--- src/rtl/indexed_array_insert_delete_search_macros.svh ---
// Assertion macros shared by the RTL of the indexed array block.
`ifndef INDEXED_ARRAY_INSERT_DELETE_SEARCH_MACROS_SVH
`define INDEXED_ARRAY_INSERT_DELETE_SEARCH_MACROS_SVH

// The consequent must hold in the same cycle as the antecedent.
`define IADS_ASSERT_SAME(label, ante, cons) \
  label: assert property (@(posedge clk) disable iff (rst) (ante) |-> (cons)) \
    else $error("iads: same-cycle check failed");

// The consequent must hold in the cycle after the antecedent.
`define IADS_ASSERT_NEXT(label, ante, cons) \
  label: assert property (@(posedge clk) disable iff (rst) (ante) |=> (cons)) \
    else $error("iads: next-cycle check failed");

`endif

--- src/rtl/iads_pkg.sv ---
package iads_pkg;

  localparam int DEPTH_DEF = 64;
  localparam int VAL_W     = 32;
  localparam int REQ_W     = 2;
  localparam int ST_W      = 2;

  localparam logic [REQ_W-1:0] REQ_INSERT = 2'd0;
  localparam logic [REQ_W-1:0] REQ_DELETE = 2'd1;
  localparam logic [REQ_W-1:0] REQ_SEARCH = 2'd2;

  localparam logic [ST_W-1:0] ST_OK        = 2'd0;
  localparam logic [ST_W-1:0] ST_FULL      = 2'd1;
  localparam logic [ST_W-1:0] ST_EMPTY     = 2'd2;
  localparam logic [ST_W-1:0] ST_BAD_INDEX = 2'd3;

  // Commands broadcast to every cell of the chain.
  typedef struct packed {
    logic ins;   // open a slot at the position and load the new value
    logic del;   // close the slot at the position
    logic clr;   // clear the search carry
    logic run;   // advance the search carry by one cell
  } cell_ctl_t;

endpackage

--- src/rtl/iads_cell.sv ---
module iads_cell
  import iads_pkg::*;
#(
  parameter int CW  = 7,
  parameter int IDX = 0
) (
  input  logic                    clk,
  input  logic                    rst,
  input  cell_ctl_t               ctl,
  input  logic [CW-1:0]           pos,
  input  logic [CW-1:0]           count,
  input  logic signed [VAL_W-1:0] wr_value,
  input  logic signed [VAL_W-1:0] srch_value,
  input  logic signed [VAL_W-1:0] prev_entry,
  input  logic signed [VAL_W-1:0] next_entry,
  input  logic                    carry_in,
  output logic signed [VAL_W-1:0] entry,
  output logic                    carry
);

  localparam logic [CW-1:0] MY_IDX = CW'(IDX);

  logic live;
  logic match;

  assign live  = MY_IDX < count;
  assign match = live && (entry == srch_value);

  always_ff @(posedge clk) begin
    if (ctl.ins) begin
      if (MY_IDX > pos) begin
        entry <= prev_entry;
      end else if (MY_IDX == pos) begin
        entry <= wr_value;
      end
    end else if (ctl.del && (MY_IDX >= pos)) begin
      entry <= next_entry;
    end
  end

  // The search carry ripples one cell per cycle towards the end of the chain.
  always_ff @(posedge clk) begin
    if (rst || ctl.clr) begin
      carry <= 1'b0;
    end else if (ctl.run) begin
      carry <= carry_in | match;
    end
  end

endmodule

--- config.mk ---
export PLATFORM = sky130hd
export DESIGN_NAME = iads_cell
export DESIGN_NICKNAME = d
export VERILOG_FILES = /design/src/rtl/indexed_array_insert_delete_search_macros.svh /design/src/rtl/iads_pkg.sv /design/src/rtl/iads_cell.sv
export SDC_FILE = /design/constraint.sdc
export NUM_CORES = 1
export LEC_CHECK = 0
export ABC_AREA = 1
export BUFFER_PORTS_ARGS = -buffer_cell sky130_fd_sc_hd__buf_2
export CORE_ASPECT_RATIO = 1.1
export CORE_MARGIN = 4
export CORE_UTILIZATION = 40
export CTS_CLUSTER_DIAMETER = 150
export DETAILED_ROUTE_END_ITERATION = 10
export MAX_ROUTING_LAYER = met4
export PLACE_DENSITY = 0.85
export SLEW_MARGIN = 20
export SYNTH_ARGS = -nofsm -noshare
export SYNTH_HDL_FRONTEND = slang
export SYNTH_SLANG_ARGS = --single-unit
--- constraint.sdc ---
create_clock -name clk -period 6.5 [get_ports clk]
set_input_delay 0.325 -clock clk [delete_from_list [all_inputs] [get_ports clk]]
set_output_delay 0.325 -clock clk [all_outputs]
set_load 0.05 [all_outputs]
* Word level (Yosys, flattened, before mapping)
Index checks and enable logic that the tools add are counted.
Word-level totals: bits in registers 33, input bits 149, output and inout bits 33
Cells by class: order comparisons 3, eq/ne operators 2, multiplexer cells 4, bitwise logic cells 1, reductions and logical operators 6
Operators with widths (number):
- $mux 32 | 4
- $eq 32x32->1 | 1
- $ge 1x7->1 const A | 1
- $gt 1x7->1 const A | 1
- $logic_not 7->1 | 1
- $lt 1x7->1 const A | 1
- $ne 3x1->1 const B | 1
- $logic_and 1x1->1 | 2
- $reduce_and 2->1 | 1
- $reduce_bool 2->1 | 1
- $logic_or 1x1->1 | 1
- $or 1x1->1 | 1

* Longest topological paths before layout
depth after elaboration 4, gate-level depth with buffers 9, depth with buffers taken out 9

* Least setup slack after synthesis
No wires, ideal clock.
path type input -> register, start input port ctl[3] (netlist name), end register entry[0], enable pin, library setup time 0.505 ns, data arrival time 3.793 ns, required time 5.995 ns, slack 2.203 ns, stages 4, buffers on the path 2, cell sequence buf_2 > buf_4 > o21ai_0 > nor4_1
On the way: word-level cells in the longest chain between the ends 2
RTL lines:
- from (decl) | RTL line iads_cell.sv:9 | input cell_ctl_t ctl,
- $ne 3x1->1 (no source line) or $reduce_bool 2->1 (tied branches)
- $reduce_and 2->1 (no source line) (*)
- to (signal assigned) | RTL line iads_cell.sv:32 | entry <= prev_entry;
- to (signal assigned) | RTL line iads_cell.sv:34 | entry <= wr_value;
- to (signal assigned) | RTL line iads_cell.sv:37 | entry <= next_entry;
- to (decl) | RTL line iads_cell.sv:17 | output logic signed [VAL_W-1:0] entry,
Every way passes the cells marked *; elsewhere a longest branch is shown, timed or not. A chain may end at the register's enable or synchronous reset.

* Worst setup path in the final report
start input port ctl[3] (netlist name), end register entry[17], enable pin
Same word-level chain as after synthesis.

==> flow_summary.ini <==
[floorplan]
die_h_um = 80.98
initial_utilization_pct = 41.64
dieWidth_um = 74.35
ios = 182
core_um2 = 4652
rows = 26
dieArea_um2 = 6020

[synthesis]
synth.yosys.seq_area_share_pct = 50.65
synth_nets = 340
syn_inst = 191
yosysWarnings = 0
ys_ff_latch = 33
syn_area_um2 = 1937
syn_avg_cell_area_um2 = 10.14
ys_types = 18

[final_layout]
num_antenna_cells = 0
postLayoutCoreUtil_pct = 60.89
mostFrequentLayoutCells = buf_2 (149), nand2_1 (42), mux2_2 (32), edfxtp_1 (32), inv_1 (27)
fin_nets = 494
fillers = 432
layout_commonest_cell = buf_2
areaGrowthSynthToFinish_pct = 46.25
drive_above_1_share_pct = 55.20

[clock_network]
clk_pin_slew_ns = 0.07
cts_buffers = 5
clkSinkCount = 33
ctsResizeCount = 0
post_cts_buffers = 0
cts_tree = built
cts_root_buffer = clkbuf_8
clkLatencyLatePin_ns = 0.28
clock_path_buffers = 2
postCtsHoldBufs = 0
ctsHtreeMaxLevel = 2

[sta]
finalClockSkew_ns = 0.004543
fmax_mhz = 602.0
whs_ns = 0.3130
setup_violations = 0
min_period_ns = 1.661
slew_headroom_pct = 52.75
worstMarginPinSlew_ns = 0.7088
hold_viol = 0
finalCritPeriodShare_pct = 25.55
slew_violations = 0
setup_tns_ns = 0
rsz0062_at_grt = false

[critical_path]
timing.rr.end = carry
cp_max_fo = 33
slowest_stage = buf_2
arrival_ns = 1.63
path_class = input pin to flop
cp-start-kind = input pin
end_kind = flop
rr_worst_depth = 7
slowest_delay_ns = 0.55
r2r_slack_ns = 5.27
rr_startpoint = entry[7]
worstPathRequired_ns = 6.47
crit_chain = buf_2 > o21ai_0 > nor4_2 > buf_4

[route]
dr.pass1.iters = 3
viasPerCell = 4.595
vias = 1847
drt_iter0_drc = 37
drc_errors = 0
wl_per_cell_um = 12.48
ant_nets = 0
wl_um = 5017

[power]
p_clk_share_pct = 31.2
vdd_drop_max_v = 0.00009464
intPower_w = 0.0003550
netSwitchingPower_w = 0.0001030
p_sw_share_pct = 22.49
pwr_density_cell_nw_per_um2 = 161.7
leakage_nw = 1.402
power_frac_seq_pct = 51.7
share_comb_of_total_power_pct = 17.0

[grt]
grt_pass1_vias = 1743
grt_max_degree = 34
grt_pass1_wl_um = 7410
grt_usage_pct = 16.81
grt_remaining_overflow = 0
grt_antenna_before_repair = 0

[placed_design]
io_buffers = 149
gp_congestion = 0.7271
dp_hpwl_um = 4285

[outcome]
outcome = finished clean

[min_path]
holdPathEnd = carry
hold_class = input pin to flop
holdPathStages = 3
worstHoldStart = carry_in

[flow_run]
maxCapViolCount = 0
per-stage QoR:
stage               cell area (um2)   power, W  setup slack [ns]  std cells
finish                         2833  0.0004580             4.839        402
CTS                            2833  0.0004647             4.784        402
detailed placement             2751  0.0003206             4.489        394
global route                   2833  0.0004828             4.674        402
floorplan                      1937  0.0002798             2.203        191
global placement               2751  0.0003168             4.522        394
state kept, by name, indices dropped and copies added, names as in the netlist:
| register | cells |
|---|---|
| carry | 1 |
| entry | 32 |
synth_stat cells:
cell	n	area, um2
a21oi_1	1	5.000
a21oi_2	1	8.760
buf_2	3	15.01
buf_4	1	7.510
dfxtp_1	1	20.02
edfxtp_1	32	960.9
inv_1	27	101.4
mux2_2	32	360.4
nand2_1	42	157.7
nand3_1	5	25.02
nand4_1	2	12.51
nor2_1	20	75.07
nor3_1	2	10.01
nor4_1	2	12.51
o21ai_0	2	10.01
or2_0	1	6.260
xnor2_1	15	131.4
xor2_1	2	17.52
kinds of logic (layout without fill, tap and decap cells):
family                 count (synthesis)  after routing  share of synthesized area [%]
AND/OR/NAND/NOR                       74             74                          15.44
buffers and inverters                 31            186                          6.395
multiplexers                          32             32                          18.60
AO/OA/AOI/OAI                          4              4                          1.227
XOR/XNOR                              17             17                          7.688
flip-flops                            33             33                          50.65
worst max-delay path: cells and delay by family:
kind	cells	cell delay (ns)
AO/OA/AOI/OAI	1	0.24
buffers and inverters	2	0.85
AND/OR/NAND/NOR	1	0.21
area by class of cell:
cell class	count	area, um2	share of cell area (%)
well taps	56	70.07	2.473
flip-flops and latches	33	980.9	34.63
clock buffers	5	68.82	2.429
repair buffers	151	760.7	26.86
multi-input cells	127	838.3	29.59
clock inverters	3	12.51	0.4417
inverters	27	101.3	3.578
layer usage:
layer / track usage (%) / part of all wire [%] / vias up
met5: - / 0 / -
met4: 5.694 / 1.3 / 0
met3: 3.960 / 8.8 / 7
met2: 31.21 / 55 / 84
met1: 17.11 / 34 / 823
li1: - / - / 933
worst max path at each step:
stage	start	cells past startpoint	to	slack, ns
3_3_place_gp	ctl[3]	4	entry[17]	4.52
2_1_floorplan	ctl[3]	4	entry[0]	2.20
3_5_place_dp	ctl[3]	4	entry[17]	4.49
4_1_cts	ctl[3]	4	entry[16]	4.78
6_report	ctl[3]	4	entry[17]	4.84
5_1_grt	ctl[3]	4	entry[16]	4.67
power groups by stage:
stage	Sequential [W]	Combinational (W)	Clock, W
2_1_floorplan	0.000246	0.0000335	0
3_3_place_gp	0.000241	0.0000753	0
3_5_place_dp	0.000242	0.0000789	0
4_1_cts	0.000237	0.0000793	0.000148
5_1_grt	0.000237	0.0000865	0.000159
6_report	0.000237	0.0000780	0.000143
Note: power is estimated with default switching activity, not from simulation.
